--- config.mk ---
export PLATFORM = sky130hd
export DESIGN_NAME = mi3_ctrl
export DESIGN_NICKNAME = d
export VERILOG_FILES = /design/src/hw/rtl/mi3_ctrl.sv
export SDC_FILE = /design/constraint.sdc
export NUM_CORES = 1
export LEC_CHECK = 0
export BUFFER_PORTS_ARGS = -buffer_cell sky130_fd_sc_hd__buf_2
export CORE_MARGIN = 10
export CORE_UTILIZATION = 44
export CTS_CLUSTER_SIZE = 25
export DETAILED_ROUTE_END_ITERATION = 6
export GPL_ROUTABILITY_DRIVEN = 0
export GPL_TIMING_DRIVEN = 0
export PLACE_DENSITY = 0.71
export SETUP_SLACK_MARGIN = 0.1
export SLEW_MARGIN = 15
export SYNTH_ARGS = -nofsm -noshare
export SYNTH_HDL_FRONTEND = slang
export SYNTH_SLANG_ARGS = --single-unit
--- constraint.sdc ---
create_clock -name clk_i -period 1.6 [get_ports clk_i]
set_input_delay 0.16 -clock clk_i [delete_from_list [all_inputs] [get_ports clk_i]]
set_output_delay 0.16 -clock clk_i [all_outputs]
set_load 0.02 [all_outputs]
--- src/hw/rtl/mi3_ctrl.sv ---
// Valid tracking and per-stage load enables for the whole pipeline.
// Uses no package items; stage count handed down from the top level.
module mi3_ctrl #(
  parameter int unsigned NUM_STAGES = 38
) (
  input  logic                  clk_i,
  input  logic                  rst_ni,
  input  logic                  in_valid_i,
  input  logic                  out_ready_i,
  output logic [NUM_STAGES-1:0] en_o,
  output logic                  in_ready_o,
  output logic                  out_valid_o
);

  logic [NUM_STAGES-1:0] v_q;
  logic [NUM_STAGES-1:0] en_d;

  // A stage loads when empty or when its contents move on.
  always_comb begin
    en_d[NUM_STAGES-1] = !v_q[NUM_STAGES-1] || out_ready_i;
    for (int k = NUM_STAGES - 2; k >= 0; k--) begin
      en_d[k] = !v_q[k] || en_d[k+1];
    end
  end

  always_ff @(posedge clk_i or negedge rst_ni) begin
    if (!rst_ni) begin
      v_q <= '0;
    end else begin
      if (en_d[0]) begin
        v_q[0] <= in_valid_i;
      end
      for (int k = 1; k < NUM_STAGES; k++) begin
        if (en_d[k]) begin
          v_q[k] <= v_q[k-1];
        end
      end
    end
  end

  assign en_o        = en_d;
  assign in_ready_o  = en_d[0];
  assign out_valid_o = v_q[NUM_STAGES-1];

endmodule

After elaboration in Yosys (flattened, before gate mapping)
Index checks and enable logic that the tools add are counted.
Widths: inputs -> output; s select.

storage, ports and cells
  bits of input ports = 4
  output and inout bits = 40
  register bits = 38
  logic and storage cells = 114

operators by class
  reduce and logical (&&, ||, !) cells = 76

operators with widths
  operator          count
  $logic_not 1->1   38
  $logic_or 1x1->1  38

Logic depth before layout (Yosys ltp)
Gate-level depths: netlist of the first run.

  depth after elaboration = 39
  depth in mapped cells = 8
  mapped depth without buffers = 5

Worst setup path after synthesis of the first run
Ideal clock, no wire load.

  path type = flip-flop to output port
  from = register v_q[37]
  to = output en_o[0]
  cell stages (with the launch flop) = 8
  arrival = 1.904 ns
  path buffers = 3
  data required time = 1.440 ns
  setup slack = -0.464 ns
  cell sequence = dfrtp_1 -> nand4b_4 -> nor4_4 -> and2_1 -> buf_6 -> buf_4 -> nand2_1 -> buf_4

on the way
  longest elaborated chain between the ends = 39

ends and longest elaborated chain
  item                              line  text
  start: declaration                15    logic [NUM_STAGES-1:0] v_q;
  start signal: indexed assignment  35    v_q[k] <= v_q[k-1];
  $logic_not 1->1                   20    en_d[NUM_STAGES-1] = !v_q[NUM_STAGES-1] || out_ready_i;
  $logic_or 1x1->1                  20
  $logic_or 1x1->1 (2 in series)    22    en_d[k] = !v_q[k] || en_d[k+1];
  via en_o[35]                      10    output logic [NUM_STAGES-1:0] en_o,
  $logic_or 1x1->1 (35 in series)   22
  end: declaration                  10

The timed path passes the listed nets, and every way through them passes these cells.

Worst setup path in the final report of the first run
  from = register v_q[31]
  to = output en_o[0]

on the way
  longest elaborated chain between the ends = 33

ends and longest elaborated chain
  item                             line
  $logic_not 1->1                  22
  $logic_or 1x1->1 (32 in series)  22

No other way between the ends.

==> impl_metrics.env, run 1 <==
export IMPL_status="finished, violations left"
export IMPL_violations="setup timing"
export IMPL_grt_pass1_vias=1571
export IMPL_fin_setup_tns_ns=-14.77
export IMPL_routedWlPerCell_um=16.6
export IMPL_portBuffers=43
export IMPL_largest_register_ffs=38
export IMPL_cp_end_kind="primary output"
export IMPL_grt_pass1_wl_mm=7.30
export IMPL_min_path_cells=2
export IMPL_timing_final_ws_setup_ns=-0.521
export IMPL_reg2reg_from="v_q[31]"
export IMPL_stdcell_area_um2=2590
export IMPL_synth_edf_count=0
export IMPL_synth_seq_area_share=0.554
export IMPL_hold_viol=0
export IMPL_worst_pin_slew_ns=0.830
export IMPL_routed_via_density=5.41
export IMPL_clockRootBuffer="clkbuf_8"
export IMPL_drt_iter0_markers=101
export IMPL_cts_buffer_depth=2
export IMPL_use_met3=0.0659
export IMPL_drc_errors=0
export IMPL_antennaDiodeCount=0
export IMPL_cts_tree="yes"
export IMPL_vias=1509
export IMPL_cp_slowest_cell="dfrtp_1"
export IMPL_async_flop_share=1.00
export IMPL_crit_chain="nand4_1 -> nor4_4 -> and2_4 -> buf_6 -> buf_8 -> nand2_8 -> buf_6 -> buf_6"
export IMPL_drv_cap=0
export IMPL_fin_skew_ns=0.00442
export IMPL_grt_overflow=0
export IMPL_syn_num_nets=160
export IMPL_min_from="in_valid_i"
export IMPL_power_density_nw_per_um2=760
export IMPL_synthFlopType="dfrtp_1"
export IMPL_drive_gt1_frac=0.515
export IMPL_peakVddDrop_uv=496
export IMPL_cts_sinks=38
export IMPL_die_w_um=82.5
export IMPL_grt_max_degree=39
export IMPL_placed_area_um2=2040
export IMPL_hold_path_class="in -> reg"
export IMPL_busiest_layer="met2"
export IMPL_min_period_ns=2.12
export IMPL_r2r_slack_ns=-0.18
export IMPL_crit_path_max_fanout=5
export IMPL_final_setup_viol_count=51
export IMPL_postRouteAntennaNets=0
export IMPL_io_pins=44
export IMPL_coreArea_um2=3720
export IMPL_reg_top3="v_q x38"
export IMPL_nets=235
export IMPL_leakage_nw=1.18
export IMPL_top_register="v_q"
export IMPL_grtUsageMet1=0.145
export IMPL_synth_avg_cell_area_um2=11.0
export IMPL_slew_violations=0
export IMPL_firstDrtPassIters=4
export IMPL_crit_top_cell="buf_6"
export IMPL_grt_usage=0.138
export IMPL_regToRegEndpoint="v_q[13]"
export IMPL_arrival_ns=1.96
export IMPL_max_stage_delay_ns=0.38
export IMPL_ys_ff_latch=38
export IMPL_rows=22
export IMPL_dp_hpwl_mm=2.95
export IMPL_synth_distinct_cells=32
export IMPL_critPathKind="reg -> out"
export IMPL_drt_wl_total_mm=4.62
export IMPL_start_kind="flop"
export IMPL_fmax_mhz=472
export IMPL_fill_cells=268
export IMPL_timing_final_crit_share=1.33
export IMPL_rsz0062_at_grt="yes"
export IMPL_clock_insertion_delay_worst_skew_ns=0.28
export IMPL_htreeDepth=2
export IMPL_netlist_instances=156
export IMPL_p_total_mw=1.97
export IMPL_syn_to_final_growth_pct=50.9
export IMPL_reg2reg_depth=7
export IMPL_die_area_um2=6800
export IMPL_grt_antenna_before_repair=0
export IMPL_initial_core_util=0.462
export IMPL_slew_headroom=0.447
export IMPL_use_met2=0.231
export IMPL_numCtsBuffers=5
export IMPL_hold_path_end="v_q[0]"
export IMPL_yosysWarnings=0
export IMPL_clk_pin_slew_ns=0.07
export IMPL_die_h_um=82.5
export IMPL_netlist_area_um2=1720
export IMPL_required_ns=1.44
-- how the worst max path moves through the flow --
stage / depth (start not counted) / slack, ns / from / end
finish: 8 / -0.52 / v_q[31] / en_o[0]
global route: 7 / -0.63 / v_q[31] / en_o[5]
CTS: 9 / -0.50 / v_q[21] / en_o[0]
detailed placement: 8 / -0.36 / v_q[31] / en_o[0]
global placement: 8 / -0.37 / v_q[31] / en_o[0]
floorplan: 6 / -0.11 / v_q[37] / en_o[10]
-- where the power goes --
group	switching, mW	internal, mW	total, mW
logic	0.152	0.130	0.282
clock network	0.305	0.300	0.605
registers	0.0577	1.02	1.08
total	0.515	1.45	1.97
-- critical path: cells and delay by family, from the launching register on --
family | cells | cell delay, ns
and+or+nand+nor | 4 | 0.80
buffers and inverters | 4 | 0.49
DFF | 1 | 0.38
-- routing by layer --
metal,wire [um],share of wire
met3,396,0.086
met2,2350,0.51
met4,68,0.015
met5,0,0
met1,1800,0.39
-- Yosys cell counts (all sizes together), types with 2 or more instances --
master	instances	area (um^2)
a21o	6	45.0
a31o	7	61.3
a41o	4	40.0
and2	4	25.0
and3	4	25.0
and4	4	35.0
buf	7	65.1
clkbuf	2	8.75
dfrtp	38	951
inv	8	32.5
nand2	14	52.6
nand2b	13	81.3
nand3	17	85.1
nand4	9	56.3
nor2	2	7.51
nor3	2	10.0
nor4	4	46.3
or2	6	37.5
-- timing repair --
item	4_1_cts	5_1_grt
hold endpoints to repair	22	0
endpoints found under the setup margin	56	62
gates resized for setup	59	20
hold buffers	1	0
cloned	1	0
pin swaps	10	6
buffers inserted	13	12
-- cell type report --
| type | count | area [um^2] | area share |
|---|---|---|---|
| plain buffers | 9 | 101 | 0.0391 |
| clock buffers | 7 | 76.3 | 0.0295 |
| inverters | 8 | 37.5 | 0.0145 |
| multi-input cells | 101 | 805 | 0.311 |
| flip-flops and latches | 38 | 953 | 0.368 |
| well taps | 48 | 60.1 | 0.0232 |
| repair buffers | 68 | 557 | 0.215 |
-- placed cells by master (no fill, tap or decap), drive strengths merged, types with 4 or more instances in the layout --
| master | n |
|---|---|
| a21o | 6 |
| or2 | 6 |
| nand2 | 14 |
| nand2b | 13 |
| clkbuf | 10 |
| and3 | 4 |
| a41o | 4 |
| nor4 | 4 |
| nand3 | 17 |
| inv | 8 |
| and2 | 4 |
| buf | 73 |
| nand4 | 9 |
| a31o | 7 |
| and4 | 4 |
| dfrtp | 38 |
-- stage by stage --
| step | hold slack (ns) | setup slack [ns] | instances | util |
|---|---|---|---|---|
| after floorplan | -0.136 | -0.112 | 156 | - |
| after global placement | 0.293 | -0.368 | 247 | 0.548 |
| after detailed placement | 0.307 | -0.365 | 247 | 0.548 |
| after CTS | 0.0519 | -0.501 | 269 | 0.661 |
| after global routing | 0.0461 | -0.626 | 279 | 0.697 |
| final | 0.0581 | -0.521 | 279 | 0.697 |
-- kinds of logic (layout without fill, tap and decap cells) --
family	count (synthesis)	in the layout	synth area share
AND/OR/NAND/NOR	82	82	0.292
flip-flops	38	38	0.554
AO/OA/AOI/OAI	19	19	0.0926
buffers and inverters	17	92	0.0619
Power figures use the tool's default switching activity.
==> run 2: changes to the inputs <==
--- a/config.mk
+++ b/config.mk
@@ -5,9 +5,10 @@
 export SDC_FILE = /design/constraint.sdc
 export NUM_CORES = 1
 export LEC_CHECK = 0
-export BUFFER_PORTS_ARGS = -buffer_cell sky130_fd_sc_hd__buf_2
+export BUFFER_PORTS_ARGS = -buffer_cell sky130_fd_sc_hd__buf_4
 export CORE_MARGIN = 10
 export CORE_UTILIZATION = 44
+export CTS_BUF_LIST = sky130_fd_sc_hd__clkbuf_16
 export CTS_CLUSTER_SIZE = 25
 export DETAILED_ROUTE_END_ITERATION = 6
 export GPL_ROUTABILITY_DRIVEN = 0
==> impl_metrics.env, run 2 (synthesis gave the netlist of run 1 again) <==
export IMPL_switching_share=0.251
export IMPL_final_setup_viol_count=40
export IMPL_regToRegEndpoint="v_q[4]"
export IMPL_htreeDepth=2
export IMPL_pwr_share_seq=0.473
export IMPL_routedWlPerCell_um=18.1
export IMPL_coreArea_um2=3720
export IMPL_initial_core_util=0.462
export IMPL_peakVddDrop_uv=699
export IMPL_start_kind="flop"
export IMPL_final_cells=276
export IMPL_min_period_ns=2.10
export IMPL_violations="setup timing"
export IMPL_slew_headroom=0.679
export IMPL_rsz0062_at_grt="yes"
export IMPL_top_register="v_q"
export IMPL_postRouteAntennaNets=0
export IMPL_min_from="in_valid_i"
export IMPL_grt_pass1_wl_mm=7.30
export IMPL_clock_insertion_delay_worst_skew_ns=0.28
export IMPL_reg2reg_from="v_q[31]"
export IMPL_status="finished, violations left"
export IMPL_syn_to_final_growth_pct=62.0
export IMPL_leakage_nw=1.27
export IMPL_reg_top3="v_q x38"
export IMPL_clk_pin_slew_ns=0.06
export IMPL_cp_slowest_cell="dfrtp_1"
export IMPL_io_pins=44
export IMPL_crit_top_cell="buf_6"
export IMPL_grt_usage=0.139
export IMPL_slew_violations=0
export IMPL_placed_area_um2=2150
export IMPL_crit_chain="and4_1 -> nand4_1 -> nor3_4 -> nand2_8 -> buf_6 -> buf_6"
export IMPL_grt_antenna_before_repair=0
export IMPL_grt_overflow=0
export IMPL_drc_errors=0
export IMPL_largest_register_ffs=38
export IMPL_worst_pin_slew_ns=0.481
export IMPL_final_util=0.748
export IMPL_reg2reg_depth=8
export IMPL_die_h_um=82.5
export IMPL_arrival_ns=1.94
export IMPL_required_ns=1.44
export IMPL_drive_gt1_frac=0.526
export IMPL_max_stage_delay_ns=0.43
export IMPL_grt_pass1_vias=1537
export IMPL_p_int_mw=1.72
export IMPL_cts_buffer_depth=2
export IMPL_dp_hpwl_mm=2.93
export IMPL_cts_tree="yes"
export IMPL_rows=22
export IMPL_hold_viol=0
export IMPL_power_share_clock=0.398
export IMPL_cts_sinks=38
export IMPL_cp_end_kind="primary output"
export IMPL_fmax_mhz=477
export IMPL_min_path_cells=2
export IMPL_cp_top_family="simple AND/OR/NAND/NOR gates"
export IMPL_firstDrtPassIters=5
export IMPL_die_area_um2=6800
export IMPL_power_density_nw_per_um2=825
export IMPL_grt_max_degree=39
export IMPL_critPathKind="reg -> out"
export IMPL_switchingPower_mw=0.575
export IMPL_cp_num_buf_inv=2
export IMPL_fin_skew_ns=0.00601
export IMPL_stdcell_area_um2=2780
export IMPL_drt_wl_total_mm=4.99
export IMPL_mostFrequentLayoutCells="buf_6 (36), dfrtp_1 (36), buf_4 (29)"
export IMPL_portBuffers=43
export IMPL_drv_cap=0
export IMPL_routed_via_density=5.54
export IMPL_timing_final_ws_setup_ns=-0.496
export IMPL_die_w_um=82.5
export IMPL_dp_cells=247
export IMPL_fill_cells=244
export IMPL_clockRootBuffer="clkbuf_16"
export IMPL_antennaDiodeCount=0
export IMPL_crit_path_max_fanout=7
export IMPL_numCtsBuffers=5
export IMPL_vias=1528
export IMPL_timing_final_crit_share=1.31
export IMPL_comb_power_share=0.129
export IMPL_nets=231
export IMPL_drt_iter0_markers=78
export IMPL_cp_depth=6
export IMPL_hold_path_class="in -> reg"
export IMPL_hold_path_end="v_q[0]"
export IMPL_r2r_slack_ns=-0.29
run 2: cell count changes in the layout (fill, tap and decap cells not counted), moves of 3 or more:
cell	before	now
buf_2	22	0
buf_6	27	36
buf_4	21	29
clkbuf_16	0	5
clkbuf_8	6	1
clkinv_1	0	3
run 2: what timing repair did:
action / CTS / global route
buffers inserted: 10 / 11
cloned: 2 / 0
hold endpoints to repair: 38 / 0
pin swaps: 9 / 14
setup endpoints to repair: 55 / 60
hold buffers: 1 / 0
gates resized for setup: 35 / 43
run 2: metal layers:
metal / track usage / wire length (um)
met1: 0.148 / 1950
met2: 0.239 / 2570
met3: 0.0626 / 392
met4: 0.0493 / 70
met5: 0 / 0
run 2: stage by stage:
step	TNS (ns)	total power, mW	setup WS [ns]	hold WS [ns]
final	-12.20	2.29	-0.496	0.0736
after global routing	-16.71	2.38	-0.598	0.0842
after CTS	-12.50	2.24	-0.492	0.0607
after detailed placement	-7.31	1.32	-0.404	0.148
after global placement	-6.31	1.31	-0.376	0.144
after floorplan	-1.20	1.23	-0.112	-0.136
run 2: how the worst max path moves through the flow:
stage | start | end | slack (ns)
floorplan | v_q[37] | en_o[10] | -0.11
CTS | v_q[21] | en_o[0] | -0.49
finish | v_q[6] | en_o[0] | -0.50
detailed placement | v_q[31] | en_o[0] | -0.40
global placement | v_q[31] | en_o[0] | -0.38
global route | v_q[11] | en_o[0] | -0.60
run 2: layout make-up:
type	count	area, um^2	share of cell area
sequential	38	953	0.343
multi-input combinational	101	843	0.303
clock inverter	3	11.3	0.00405
timing repair buffer	64	644	0.232
inverter	8	37.5	0.0135
buffer	9	105	0.0378
clock buffer	5	125	0.0450
tap	48	60.1	0.0216
run 2: power groups by stage:
| stage | logic, mW | clock network (mW) | registers (mW) |
|---|---|---|---|
| 4_1_cts | 0.247 | 0.918 | 1.08 |
| 2_1_floorplan | 0.143 | 0 | 1.08 |
| 3_3_place_gp | 0.223 | 0 | 1.09 |
| 3_5_place_dp | 0.228 | 0 | 1.09 |
| 6_report | 0.296 | 0.913 | 1.09 |
| 5_1_grt | 0.320 | 0.972 | 1.09 |
